[src/assert_macros.svh]
// assertion macros for the keypad scanner rtl
// used by keypad_matrix_debounce_scanner, no other dependencies
`ifndef ASSERT_MACROS_SVH
`define ASSERT_MACROS_SVH

// same-cycle implication, disabled in reset
`define ASSERT_IMPLY(label, clk, rst, ante, cons) \
   label: assert property (@(posedge clk) disable iff (rst) (ante) |-> (cons)) \
      else $error("assertion failed: same-cycle implication");

// next-cycle implication, disabled in reset
`define ASSERT_NEXT(label, clk, rst, ante, cons) \
   label: assert property (@(posedge clk) disable iff (rst) (ante) |=> (cons)) \
      else $error("assertion failed: next-cycle implication");

`endif

[src/kmds_pkg.sv]
// constants, types and helper functions for the keypad matrix scanner
// no dependencies
`default_nettype none

package kmds_pkg;

   localparam int ROWS  = 4;
   localparam int COLS  = 4;
   localparam int NKEYS = ROWS * COLS;

   localparam int TIME_W = 32;
   localparam int VEC_W  = 4;
   localparam int KEY_W  = 4;
   localparam int ACT_W  = 2;
   localparam int CFG_W  = 10;
   localparam int IDX_W  = 1;

   localparam logic [VEC_W-1:0] ROW_MASK = VEC_W'((1 << ROWS) - 1);
   localparam logic [VEC_W-1:0] COL_MASK = VEC_W'((1 << COLS) - 1);

   localparam logic [ACT_W-1:0] ACT_NONE = 2'd0;
   localparam logic [ACT_W-1:0] ACT_DOWN = 2'd1;
   localparam logic [ACT_W-1:0] ACT_UP   = 2'd2;

   localparam logic [IDX_W-1:0] REG_DEBOUNCE = 1'd0;
   localparam logic [IDX_W-1:0] REG_TIMEOUT  = 1'd1;

   localparam logic [CFG_W-1:0] DEBOUNCE_RESET = 10'd10;
   localparam logic [CFG_W-1:0] TIMEOUT_RESET  = 10'd100;

   localparam int REQ_W = 40;
   localparam int RSP_W = 8;

   typedef logic [NKEYS-1:0] key_map_type;

   function automatic logic single_bit(input logic [VEC_W-1:0] v);
      single_bit = (v != '0) && ((v & (v - VEC_W'(1))) == '0);
   endfunction

   function automatic logic [1:0] lowest_bit(input logic [VEC_W-1:0] v);
      logic [1:0] idx;
      idx = 2'd0;
      for (int i = VEC_W - 1; i >= 0; i--) begin
         if (v[i]) begin
            idx = 2'(i);
         end
      end
      lowest_bit = idx;
   endfunction

   function automatic logic [KEY_W-1:0] lowest_key(input key_map_type m);
      logic [KEY_W-1:0] idx;
      idx = '0;
      for (int i = NKEYS - 1; i >= 0; i--) begin
         if (m[i]) begin
            idx = KEY_W'(i);
         end
      end
      lowest_key = idx;
   endfunction

endpackage

`default_nettype wire

[src/keypad_matrix_debounce_scanner.sv]
// keypad matrix scanner: one scan sample in, one key event out,
// one transaction per cycle while rsp_tready does not stall the result register; each req
// passes the input register, then the result register, a pass that also updates key state
// reset (synchronous, active high) clears pending wait, last vectors and the key map,
// marks all keys released and loads debounce 10 ms and timeout 100 ms
// depends on kmds_pkg and assert_macros.svh
`default_nettype none
`include "assert_macros.svh"

module keypad_matrix_debounce_scanner (
   input  wire                              clock,
   input  wire                              reset,
   input  wire                              req_tvalid,
   output logic                             req_tready,
   input  wire  [kmds_pkg::REQ_W-1:0]       req_tdata,   // now_ms, row_bits, col_bits
   output logic                             rsp_tvalid,
   input  wire                              rsp_tready,
   output logic [kmds_pkg::RSP_W-1:0]       rsp_tdata,   // action, key_index, zero pad
   input  wire                              csr_we,
   input  wire  [kmds_pkg::IDX_W-1:0]       csr_index,
   input  wire  [kmds_pkg::CFG_W-1:0]       csr_wdata
);

   // config registers
   logic [kmds_pkg::CFG_W-1:0]  debounce_ff, timeout_ff;

   // input stage
   logic                        in_valid_ff;
   logic [kmds_pkg::TIME_W-1:0] now_ff;
   logic [kmds_pkg::VEC_W-1:0]  rows_ff, cols_ff;

   // output stage
   logic                        out_valid_ff;
   logic [kmds_pkg::ACT_W-1:0]  act_ff, act_in;
   logic [kmds_pkg::KEY_W-1:0]  code_ff, code_in;

   // scanner state
   logic                        pend_ff, pend_in;
   logic [kmds_pkg::TIME_W-1:0] pend_time_ff, pend_time_in;
   logic [kmds_pkg::VEC_W-1:0]  prev_rows_ff, prev_rows_in;
   logic [kmds_pkg::VEC_W-1:0]  prev_cols_ff, prev_cols_in;
   kmds_pkg::key_map_type       map_ff, map_in;
   logic                        released_ff, released_in;

   logic                        advance;
   logic [kmds_pkg::TIME_W-1:0] elapsed;
   logic                        hold;
   logic [kmds_pkg::VEC_W-1:0]  rchg, cchg, rsel, csel;
   logic [1:0]                  r_idx, c_idx;
   logic [kmds_pkg::KEY_W-1:0]  key;
   logic                        pressed;
   logic                        done;

   assign advance    = !out_valid_ff || rsp_tready;
   assign req_tready = !in_valid_ff || advance;
   assign rsp_tvalid = out_valid_ff;
   assign rsp_tdata  = {2'b00, code_ff, act_ff};

   assign elapsed = now_ff - pend_time_ff;
   assign hold    = pend_ff && (elapsed < {22'd0, debounce_ff});
   assign rchg    = rows_ff ^ prev_rows_ff;
   assign cchg    = cols_ff ^ prev_cols_ff;

   always_comb begin
      pend_in      = pend_ff;
      pend_time_in = pend_time_ff;
      prev_rows_in = prev_rows_ff;
      prev_cols_in = prev_cols_ff;
      map_in       = map_ff;
      released_in  = released_ff;
      act_in       = kmds_pkg::ACT_NONE;
      code_in      = '0;
      done         = 1'b0;
      rsel         = rchg;
      csel         = cchg;
      if (rchg == '0) begin
         if (kmds_pkg::single_bit(rows_ff)) begin
            rsel = rows_ff;
         end
      end else if (cchg == '0) begin
         if (kmds_pkg::single_bit(cols_ff)) begin
            csel = cols_ff;
         end
      end
      r_idx   = kmds_pkg::lowest_bit(rsel);
      c_idx   = kmds_pkg::lowest_bit(csel);
      pressed = rows_ff[r_idx] && cols_ff[c_idx];
      key     = kmds_pkg::KEY_W'(r_idx * kmds_pkg::COLS + c_idx);
      if (!hold) begin
         if (rchg != '0 || cchg != '0) begin
            if (!pend_ff) begin
               pend_in      = 1'b1;
               pend_time_in = now_ff;
            end else if (rsel != '0 && csel != '0) begin
               prev_rows_in = rows_ff;
               prev_cols_in = cols_ff;
               released_in  = 1'b0;
               pend_in      = 1'b0;
               if (pressed && !map_ff[key]) begin
                  map_in[key] = 1'b1;
                  act_in      = kmds_pkg::ACT_DOWN;
                  code_in     = key;
                  done        = 1'b1;
               end else if (!pressed && map_ff[key]) begin
                  map_in[key] = 1'b0;
                  act_in      = kmds_pkg::ACT_UP;
                  code_in     = key;
                  done        = 1'b1;
               end
            end
         end else if (pend_ff && elapsed >= {22'd0, timeout_ff}) begin
            pend_in = 1'b0;
         end
         if (!done && !released_in && rows_ff == '0 && cols_ff == '0) begin
            if (map_ff != '0) begin
               code_in                                  = kmds_pkg::lowest_key(map_ff);
               map_in[kmds_pkg::lowest_key(map_ff)]     = 1'b0;
               act_in                                   = kmds_pkg::ACT_UP;
            end else begin
               released_in = 1'b1;
            end
         end
      end
   end

   always_ff @(posedge clock) begin
      if (reset) begin
         debounce_ff <= kmds_pkg::DEBOUNCE_RESET;
         timeout_ff  <= kmds_pkg::TIMEOUT_RESET;
      end else if (csr_we) begin
         unique case (csr_index)
            kmds_pkg::REG_DEBOUNCE: debounce_ff <= csr_wdata;
            kmds_pkg::REG_TIMEOUT:  timeout_ff  <= csr_wdata;
            default: ;
         endcase
      end
   end

   always_ff @(posedge clock) begin
      if (req_tvalid && req_tready) begin
         now_ff  <= req_tdata[31:0];
         rows_ff <= req_tdata[35:32] & kmds_pkg::ROW_MASK;
         cols_ff <= req_tdata[39:36] & kmds_pkg::COL_MASK;
      end
      if (in_valid_ff && advance) begin
         act_ff  <= act_in;
         code_ff <= code_in;
      end
   end

   always_ff @(posedge clock) begin
      if (reset) begin
         in_valid_ff  <= 1'b0;
         out_valid_ff <= 1'b0;
         pend_ff      <= 1'b0;
         pend_time_ff <= '0;
         prev_rows_ff <= '0;
         prev_cols_ff <= '0;
         map_ff       <= '0;
         released_ff  <= 1'b1;
      end else begin
         if (req_tready) begin
            in_valid_ff <= req_tvalid;
         end
         if (advance) begin
            out_valid_ff <= in_valid_ff;
         end
         if (in_valid_ff && advance) begin
            pend_ff      <= pend_in;
            pend_time_ff <= pend_time_in;
            prev_rows_ff <= prev_rows_in;
            prev_cols_ff <= prev_cols_in;
            map_ff       <= map_in;
            released_ff  <= released_in;
         end
      end
   end

   // all-released flag implies an empty key map
   `ASSERT_IMPLY(a_released_empty, clock, reset, released_ff, map_ff == '0)
   // a shown down event matches a set mark
   `ASSERT_IMPLY(a_down_marked, clock, reset,
      out_valid_ff && act_ff == kmds_pkg::ACT_DOWN, map_ff[code_ff])
   // a shown up event matches a cleared mark
   `ASSERT_IMPLY(a_up_cleared, clock, reset,
      out_valid_ff && act_ff == kmds_pkg::ACT_UP, !map_ff[code_ff])
   // a stalled result holds the key map and the pending flag
   `ASSERT_NEXT(a_stall_state, clock, reset,
      out_valid_ff && !rsp_tready, $stable(map_ff) && $stable(pend_ff))

endmodule

`default_nettype wire

[config.mk]
export PLATFORM = sky130hd
export DESIGN_NAME = keypad_matrix_debounce_scanner
export DESIGN_NICKNAME = d
export VERILOG_FILES = /design/src/kmds_pkg.sv /design/src/keypad_matrix_debounce_scanner.sv
export VERILOG_INCLUDE_DIRS = /design/src /design/src/src
export SDC_FILE = /design/constraint.sdc
export NUM_CORES = 1
export LEC_CHECK = 0
export BUFFER_PORTS_ARGS = -buffer_cell sky130_fd_sc_hd__buf_2
export CORE_MARGIN = 8
export CORE_UTILIZATION = 55
export DETAILED_ROUTE_END_ITERATION = 8
export MAX_ROUTING_LAYER = met4
export PLACE_DENSITY = 0.85
export SLEW_MARGIN = 20
export SYNTH_ARGS = -nofsm -noshare
export SYNTH_HDL_FRONTEND = slang
export SYNTH_SLANG_ARGS = --single-unit
[constraint.sdc]
create_clock -name clock -period 5.25 [get_ports clock]
set_input_delay 0.525 -clock clock [delete_from_list [all_inputs] [get_ports clock]]
set_output_delay 0.525 -clock clock [all_outputs]
set_load 0.02 [all_outputs]
Yosys cells after proc, flatten, opt, wreduce, memory -nomap -nowiden --
Index checks and enable logic that the tools add are counted.
Operators by class: add/sub/neg operators 4, $mul 0, div/mod/pow operators 0, magnitude comparators 8, equal/unequal tests 0, shifts and indexed selects 0, muxes and demuxes 80, bitwise operators 12, reduce and logical (&&, ||, !) cells 44
Operators with widths (number):
- 16-bit 2-to-1 mux | 8
- 4-bit 2-to-1 mux | 31
- 16-bit AND | 2
- 32-bit by 10-bit greater-or-equal comparator with 1-bit output | 1
- 32-bit by 10-bit < comparator with 1-bit output | 1
- 16-bit inverter | 2
- 32-bit subtractor | 1
- 2-bit 2-to-1 mux | 15
- 4-bit zero test | 6
- 4-bit nonzero test | 6
- 1-bit 2-to-1 mux | 21
- 16-bit bitwise OR | 1
- 16-bit nonzero test | 1
- 1-bit logical AND | 15
- 4-bit by 5-bit < comparator with 1-bit output, second input constant | 2
- 4-bit AND | 2
- 1-bit demux with 4-bit select | 2
- 4-bit by 1-bit greater-or-equal comparator with 1-bit output, second input constant | 2
- 4-bit by 1-bit subtractor with 4-bit output, second input constant | 2
- 4-bit bitwise XOR | 2
- 1-bit zero test | 6
- 2-bit by 3-bit < comparator with 1-bit output, second input constant | 2
- 2-bit AND reduction | 3
- 5-bit AND reduction | 1
- 8 further kinds | 13
Storage, ports and cells: register bits 126, bits in latches 0, bits in writable memories 0, bits in read-only memories 0, output and inout port bits 10, memories 0

Logic depth before layout (Yosys ltp) --
word-level depth 36, gate-level depth with buffers 19

Least setup slack after synthesis --
OpenSTA, ideal clock, no wires.
kind register to register, start point register rows_ff[2] in the netlist's numbering, end point register map_ff[1], arrival time 3.779 ns, data required time 5.165 ns, slack 1.386 ns, cell stages (with the launch flop) 18, path through edfxtp_1 > clkbuf_1 > xor2_1 > a2111oi_4 > and2_1 > o221ai_1 > a211oi_2 > a222oi_1 > a21boi_0 > a41o_1 > ha_1 > inv_1 > o211ai_1 > o211ai_1 > nor2_1 > a221oi_1 > nand3_1 > o31ai_2
On the way: cells in the longest elaborated chain, start to end 26, elaborated cells between the ends (all ways) 68
RTL lines:
- start, declared | RTL line keypad_matrix_debounce_scanner.sv:30 | logic [kmds_pkg::VEC_W-1:0] rows_ff, cols_ff;
- start signal, assigned | RTL line keypad_matrix_debounce_scanner.sv:142 | rows_ff <= req_tdata[35:32] & kmds_pkg::ROW_MASK;
- 4-bit by 1-bit subtractor with 4-bit output | RTL line kmds_pkg.sv:37 | single_bit = (v != '0) && ((v & (v - VEC_W'(1))) == '0);
- 4-bit AND | RTL line kmds_pkg.sv:37
- 4-bit zero test | RTL line kmds_pkg.sv:37
- 1-bit logical AND | RTL line kmds_pkg.sv:37
- 4-bit 2-to-1 mux | RTL line keypad_matrix_debounce_scanner.sv:77 | if (kmds_pkg::single_bit(rows_ff)) begin
- 4-bit 2-to-1 mux | RTL line keypad_matrix_debounce_scanner.sv:76 | if (rchg == '0) begin
- 2-bit 2-to-1 mux (4 in a row) | RTL line kmds_pkg.sv:44 | if (v[i]) begin
- 4-bit by 2-bit adder with 4-bit output or 1-bit binary-select mux with 2-bit select (tied branches) | RTL line keypad_matrix_debounce_scanner.sv:88, keypad_matrix_debounce_scanner.sv:87
- [... 7 more ...]
- 16-bit 2-to-1 mux or 1-bit 2-to-1 mux (tied branches) | RTL line keypad_matrix_debounce_scanner.sv:99, keypad_matrix_debounce_scanner.sv:91
- 16-bit 2-to-1 mux or 1-bit 2-to-1 mux (tied branches) | RTL line keypad_matrix_debounce_scanner.sv:94, keypad_matrix_debounce_scanner.sv:90
- 16-bit 2-to-1 mux or 1-bit 2-to-1 mux (tied branches) | RTL line keypad_matrix_debounce_scanner.sv:91, keypad_matrix_debounce_scanner.sv:89
- 16-bit 2-to-1 mux or 1-bit zero test (tied branches) | RTL line keypad_matrix_debounce_scanner.sv:90, keypad_matrix_debounce_scanner.sv:114
- 16-bit 2-to-1 mux or 1-bit logical AND (tied branches) | RTL line keypad_matrix_debounce_scanner.sv:89, keypad_matrix_debounce_scanner.sv:114
- 16-bit AND (no line) or 1-bit logical AND (tied branches)
- 16-bit 2-to-1 mux or 1-bit logical AND (tied branches) | RTL line keypad_matrix_debounce_scanner.sv:115, keypad_matrix_debounce_scanner.sv:114
- 16-bit 2-to-1 mux * | RTL line keypad_matrix_debounce_scanner.sv:114 | if (!done && !released_in && rows_ff == '0 && cols_ff == '0) begin
- end signal, assigned | RTL line keypad_matrix_debounce_scanner.sv:173 | map_ff <= map_in;
- end, declared | RTL line keypad_matrix_debounce_scanner.sv:42 | kmds_pkg::key_map_type map_ff, map_in;
Every way passes the cells marked *; elsewhere a longest branch is shown, timed or not. The select of a mux whose other input is x is not followed. A chain may end at the register's enable or synchronous reset.

Worst setup path after layout --
start point register cols_ff[3] in the netlist's numbering, end point register map_ff[1]
On the way: cells in the longest elaborated chain, start to end 27, elaborated cells between the ends (all ways) 61
RTL lines:
- start, declared | RTL line keypad_matrix_debounce_scanner.sv:30
- start signal, assigned | RTL line keypad_matrix_debounce_scanner.sv:143 | cols_ff <= req_tdata[39:36] & kmds_pkg::COL_MASK;
- 4-bit by 1-bit subtractor with 4-bit output | RTL line kmds_pkg.sv:37
- 4-bit AND | RTL line kmds_pkg.sv:37
- 4-bit zero test | RTL line kmds_pkg.sv:37
- 1-bit logical AND | RTL line kmds_pkg.sv:37
- 4-bit 2-to-1 mux | RTL line keypad_matrix_debounce_scanner.sv:81 | if (kmds_pkg::single_bit(cols_ff)) begin
- 4-bit 2-to-1 mux | RTL line keypad_matrix_debounce_scanner.sv:80 | end else if (cchg == '0) begin
- 4-bit 2-to-1 mux | RTL line keypad_matrix_debounce_scanner.sv:76
- 2-bit 2-to-1 mux (4 in a row) | RTL line kmds_pkg.sv:44
- [... 8 more ...]
- 16-bit 2-to-1 mux or 1-bit 2-to-1 mux (tied branches) | RTL line keypad_matrix_debounce_scanner.sv:99, keypad_matrix_debounce_scanner.sv:91
- 16-bit 2-to-1 mux or 1-bit 2-to-1 mux (tied branches) | RTL line keypad_matrix_debounce_scanner.sv:94, keypad_matrix_debounce_scanner.sv:90
- 16-bit 2-to-1 mux or 1-bit 2-to-1 mux (tied branches) | RTL line keypad_matrix_debounce_scanner.sv:91, keypad_matrix_debounce_scanner.sv:89
- 16-bit 2-to-1 mux or 1-bit zero test (tied branches) | RTL line keypad_matrix_debounce_scanner.sv:90, keypad_matrix_debounce_scanner.sv:114
- 16-bit 2-to-1 mux or 1-bit logical AND (tied branches) | RTL line keypad_matrix_debounce_scanner.sv:89, keypad_matrix_debounce_scanner.sv:114
- 16-bit AND (no line) or 1-bit logical AND (tied branches)
- 16-bit 2-to-1 mux or 1-bit logical AND (tied branches) | RTL line keypad_matrix_debounce_scanner.sv:115, keypad_matrix_debounce_scanner.sv:114
- 16-bit 2-to-1 mux * | RTL line keypad_matrix_debounce_scanner.sv:114
Marks and branches as above.

==> results summary <==
The number of register bits inferred by synthesis came out at 126. The number of antenna repair diodes is 0. The cell count after synthesis came out at 1061. The number of clock sinks is 126. The number of buffers created by CTS is 17. The highest fanout seen on the critical path came out at 8. The number of global-route vias before repair was 7696. Once layout is complete, the utilization of the core stands at 63.1%.

The number of core rows came out at 45. The switching share of power is 28.3%. The achievable clock frequency is 224 MHz. The worst-case IR drop observed on VDD is 0.269 mV. The clock-pin transition on the worst setup and hold timing paths is 0.06 ns. OpenSTA, run right after detailed placement, puts the worst setup slack at 0.862 ns.

The die footprint is 19800 sq um. The synthesized area per cell came out at 8.08 sq um. For flop-to-flop paths, the worst setup slack is 0.78 ns. The per-cell routed wire length came out at 17.2 um.

The count of TritonRoute iterations in the first routing pass is 6. The worst-case headroom to the max-slew limit is 28.7%. The number of endpoints failing setup at the final stage is 0. Leaving out fill and tap cells, the most frequent cell in the layout is sky130_fd_sc_hd__nand2_1. The setup skew after layout is 0.0103 ns. Counting along the longest clock path gives a buffer depth of 2.

The required time reported for the critical path endpoint came out at 5.58 ns. The area added between synthesis and finish is 11.9%. In the synthesized netlist the async set-or-reset flop fraction comes to 0%.

The number of cell instances on the worst register-to-register path came out at 17. In this run the worst setup path begins at cols_ff[3]. The leakage dissipation is 3.66 nW. Dividing total power by cell area gives a power density of 310 nW/um^2. Post-CTS timing repair inserted 0 buffers for setup. Port buffering added 63 buffers.

The setup TNS came out at 0 ns. The sequential element share of the synthesized area is 34.8%. The die height is 141 um.

The detailed-route via count came out at 7976. In the layout the commonest cells are sky130_fd_sc_hd__nand2_1, sky130_fd_sc_hd__a21oi_1, sky130_fd_sc_hd__dfxtp_1, sky130_fd_sc_hd__inv_1, sky130_fd_sc_hd__buf_2. The worst path uses 85.1% of the clock period. After clock tree synthesis, the flow added hold-fix buffers numbering 0. The count of distinct cell types in the synthesized netlist is 84. The number of hold violations in the final report is 0.

The count of instances resized after the clock tree is built came out at 0. The sequential cell fraction of total power came out at 36.7%. The fill cell total of the finished layout came out at 1326. The combined global-route utilization of all metal layers came out at 23.1%. The design area is 9600 sq um. At the pin with the least slew margin, the transition time is 1.07 ns. The total power came out at 2.97 mW. The floorplan step defined a core boundary enclosing 15200 sq um. The total placed cells including tap cells came out at 1262. Setup repair after global routing left no endpoint under its margin. The startpoint of the worst register-to-register path is cols_ff[3]. The number of max-capacitance violations reported is 0. Of the total power, combinational logic draws 19.2%. The type of element capturing the critical path is a flop. The tree is rooted in a sky130_fd_sc_hd__clkbuf_16. Final hold analysis gives a worst-case slack of 0.272 ns. Data arrives at the worst endpoint at 4.80 ns. The maximum number of pins on one net before global-route repair came out at 67.

The type of origin of the critical path is a flop. The switching power is 0.841 mW. TritonCTS built the clock tree.

Summed over all layers, the routed wires come to 22200 um. The count of yosys warnings during synthesis came out at 0. In the routed design, unresolved DRC markers number 0. The flow ran to the end, and the final reports show no timing, DRC or antenna violations. The critical path ends at map_ff[1]. The H-tree was split into 4 levels. The HPWL reported at the end of detailed placement is 16200 um. The critical path in this run is classified as flop to flop.

The worst reg2reg path endpoint is map_ff[1]. The number of antenna violations at the first check in global routing came out at 0. The mapped netlist covers 8580 sq um. The final critical delay including setup and external delays came out at 4.47 ns. At the end of the flow, the number of nets in the layout was 1202. The die span in x came out at 141 um. In the routed layout, each cell is associated on average with a via count of 6.16.

The standard cell area after detailed placement is 8930 sq um. The number of DRC markers after the initial detailed-route iteration came out at 711. The instance count along the most critical hold path is 1. The starting density of the core came out at 56.4%.

For this run the aggregate overflow at the end of global routing stands at 0. The clock network accounts for 44.1% of the total power. In this run the worst hold path is classified as input pin to flop. The number of antenna-violating nets in the routed design came out at 0.

The first-pass GRT wire length is 36700 um. The top-level I/O count came out at 66. The fraction of layout cells with a size suffix above 1 is 11.6%. The number of enable flip-flop cells after synthesis is 46.

The least setup slack across all paths after layout is 0.780 ns. The max-slew violation count is 0. The leading register cell type out of synthesis is sky130_fd_sc_hd__dfxtp_1. At the later pin of the worst-skew pair, clock insertion delay measures 0.42 ns. The congestion estimate from routability-driven global placement came to 1.01. The number of cells in the finished layout apart from fillers came out at 1294. The internal power summed over all cells is 2.13 mW.
-- critical path: stages, from the launching register on --
cell and delay, ns:
sky130_fd_sc_hd__edfxtp_1 0.48, sky130_fd_sc_hd__or2_2 0.36, sky130_fd_sc_hd__a2111o_1 0.40, sky130_fd_sc_hd__a211o_1 0.28, sky130_fd_sc_hd__a31oi_1 0.33, sky130_fd_sc_hd__nand2_1 0.22, sky130_fd_sc_hd__nand2_1 0.20, sky130_fd_sc_hd__o221ai_1 0.14
sky130_fd_sc_hd__a22o_1 0.27, sky130_fd_sc_hd__nor3b_1 0.22, sky130_fd_sc_hd__ha_1 0.28, sky130_fd_sc_hd__inv_1 0.06, sky130_fd_sc_hd__o211ai_1 0.11, sky130_fd_sc_hd__o211ai_1 0.32, sky130_fd_sc_hd__nor2_1 0.16, sky130_fd_sc_hd__a221oi_1 0.33
sky130_fd_sc_hd__nand3_1 0.13, sky130_fd_sc_hd__o31ai_2 0.09
-- sequential cells by signal, summed over array words and instances (netlist names) --
| name | flops |
|---|---|
| timeout_ff | 10 |
| cols_ff | 4 |
| map_ff | 16 |
| rows_ff | 4 |
| now_ff | 32 |
| pend_time_ff | 32 |
| rsp_tvalid | 1 |
| debounce_ff | 10 |
| released_ff | 1 |
| pend_ff | 1 |
| in_valid_ff | 1 |
| prev_cols_ff | 4 |
| prev_rows_ff | 4 |
| code_ff | 4 |
| act_ff | 2 |
-- routing by layer --
metal	track usage, %	wire [um]	up-vias
li1	-	-	3915
met1	26.2	9610	3719
met2	39.0	10800	280
met3	4.76	1180	62
met4	9.67	688	0
met5	-	0	-
-- area by class of cell --
class / count / area [sq um] / area share (%)
multi-input cells: 802 / 5050 / 52.7
repair buffers: 71 / 375 / 3.91
flip-flops and latches: 126 / 2980 / 31.1
well taps: 188 / 235 / 2.45
inverters: 75 / 282 / 2.93
clock inverters: 9 / 145 / 1.51
clock buffers: 23 / 522 / 5.44
-- kinds of logic after synthesis --
group | share of synthesized area (%)
fa+ha+maj | 7.82
flops | 34.8
other cells | 0.0437
mux | 1.53
compound gates | 25.1
xor+xnor | 2.14
simple gates | 22.2
buf+inv | 6.42
-- synthesized netlist by cell type, types with 4 or more instances --
cell | instances | area, sq um
sky130_fd_sc_hd__and2_1 | 13 | 81.3
sky130_fd_sc_hd__a221oi_1 | 4 | 35.0
sky130_fd_sc_hd__or3_1 | 5 | 31.3
sky130_fd_sc_hd__buf_2 | 11 | 55.1
sky130_fd_sc_hd__nor3b_1 | 5 | 37.5
sky130_fd_sc_hd__xnor2_1 | 9 | 78.8
sky130_fd_sc_hd__o21ai_1 | 13 | 65.1
sky130_fd_sc_hd__o21a_1 | 15 | 113
sky130_fd_sc_hd__clkbuf_1 | 39 | 146
sky130_fd_sc_hd__o21bai_1 | 6 | 45.0
sky130_fd_sc_hd__a31oi_1 | 9 | 56.3
sky130_fd_sc_hd__a21oi_1 | 112 | 561
sky130_fd_sc_hd__a211oi_1 | 6 | 45.0
sky130_fd_sc_hd__a21o_1 | 18 | 135
sky130_fd_sc_hd__o211ai_1 | 14 | 105
sky130_fd_sc_hd__nand2_1 | 185 | 694
sky130_fd_sc_hd__nor2_1 | 63 | 236
sky130_fd_sc_hd__and3_1 | 12 | 75.1
sky130_fd_sc_hd__o31ai_2 | 7 | 87.6
sky130_fd_sc_hd__o21ai_0 | 25 | 125
sky130_fd_sc_hd__inv_1 | 74 | 278
sky130_fd_sc_hd__o22ai_1 | 5 | 31.3
sky130_fd_sc_hd__nor3_1 | 16 | 80.1
sky130_fd_sc_hd__nand3_1 | 22 | 110
sky130_fd_sc_hd__a211o_1 | 5 | 43.8
sky130_fd_sc_hd__edfxtp_1 | 46 | 1380
sky130_fd_sc_hd__mux2i_1 | 12 | 120
sky130_fd_sc_hd__and4_1 | 5 | 43.8
sky130_fd_sc_hd__nand4_1 | 26 | 163
sky130_fd_sc_hd__xor2_1 | 12 | 105
sky130_fd_sc_hd__a22oi_1 | 16 | 120
sky130_fd_sc_hd__nand2b_1 | 9 | 56.3
sky130_fd_sc_hd__nor4_1 | 11 | 68.8
sky130_fd_sc_hd__ha_1 | 52 | 651
sky130_fd_sc_hd__o221ai_1 | 8 | 70.1
sky130_fd_sc_hd__dfxtp_1 | 80 | 1600
sky130_fd_sc_hd__o31ai_1 | 11 | 82.6
sky130_fd_sc_hd__nor2b_1 | 8 | 50.1
-- power by group through the flow --
stage / clock network (mW) / registers (mW) / logic (mW)
final: 1.31 / 1.09 / 0.570
after global routing: 1.37 / 1.10 / 0.634
after CTS: 1.33 / 1.09 / 0.562
after detailed placement: 0 / 1.11 / 0.554
after global placement: 0 / 1.11 / 0.542
after floorplan: 0 / 1.10 / 0.429
-- how the worst min path moves through the flow --
stage / start / endpoint / slack (ns)
2_1_floorplan: debounce_ff[0] / debounce_ff[0] / 0.43
3_3_place_gp: pend_time_ff[25] / pend_time_ff[25] / 0.44
3_5_place_dp: pend_time_ff[16] / pend_time_ff[16] / 0.45
4_1_cts: req_tdata[16] / now_ff[16] / 0.26
5_1_grt: req_tdata[15] / now_ff[15] / 0.26
6_report: req_tdata[20] / now_ff[20] / 0.27
Note: power is estimated with default switching activity, not from simulation.
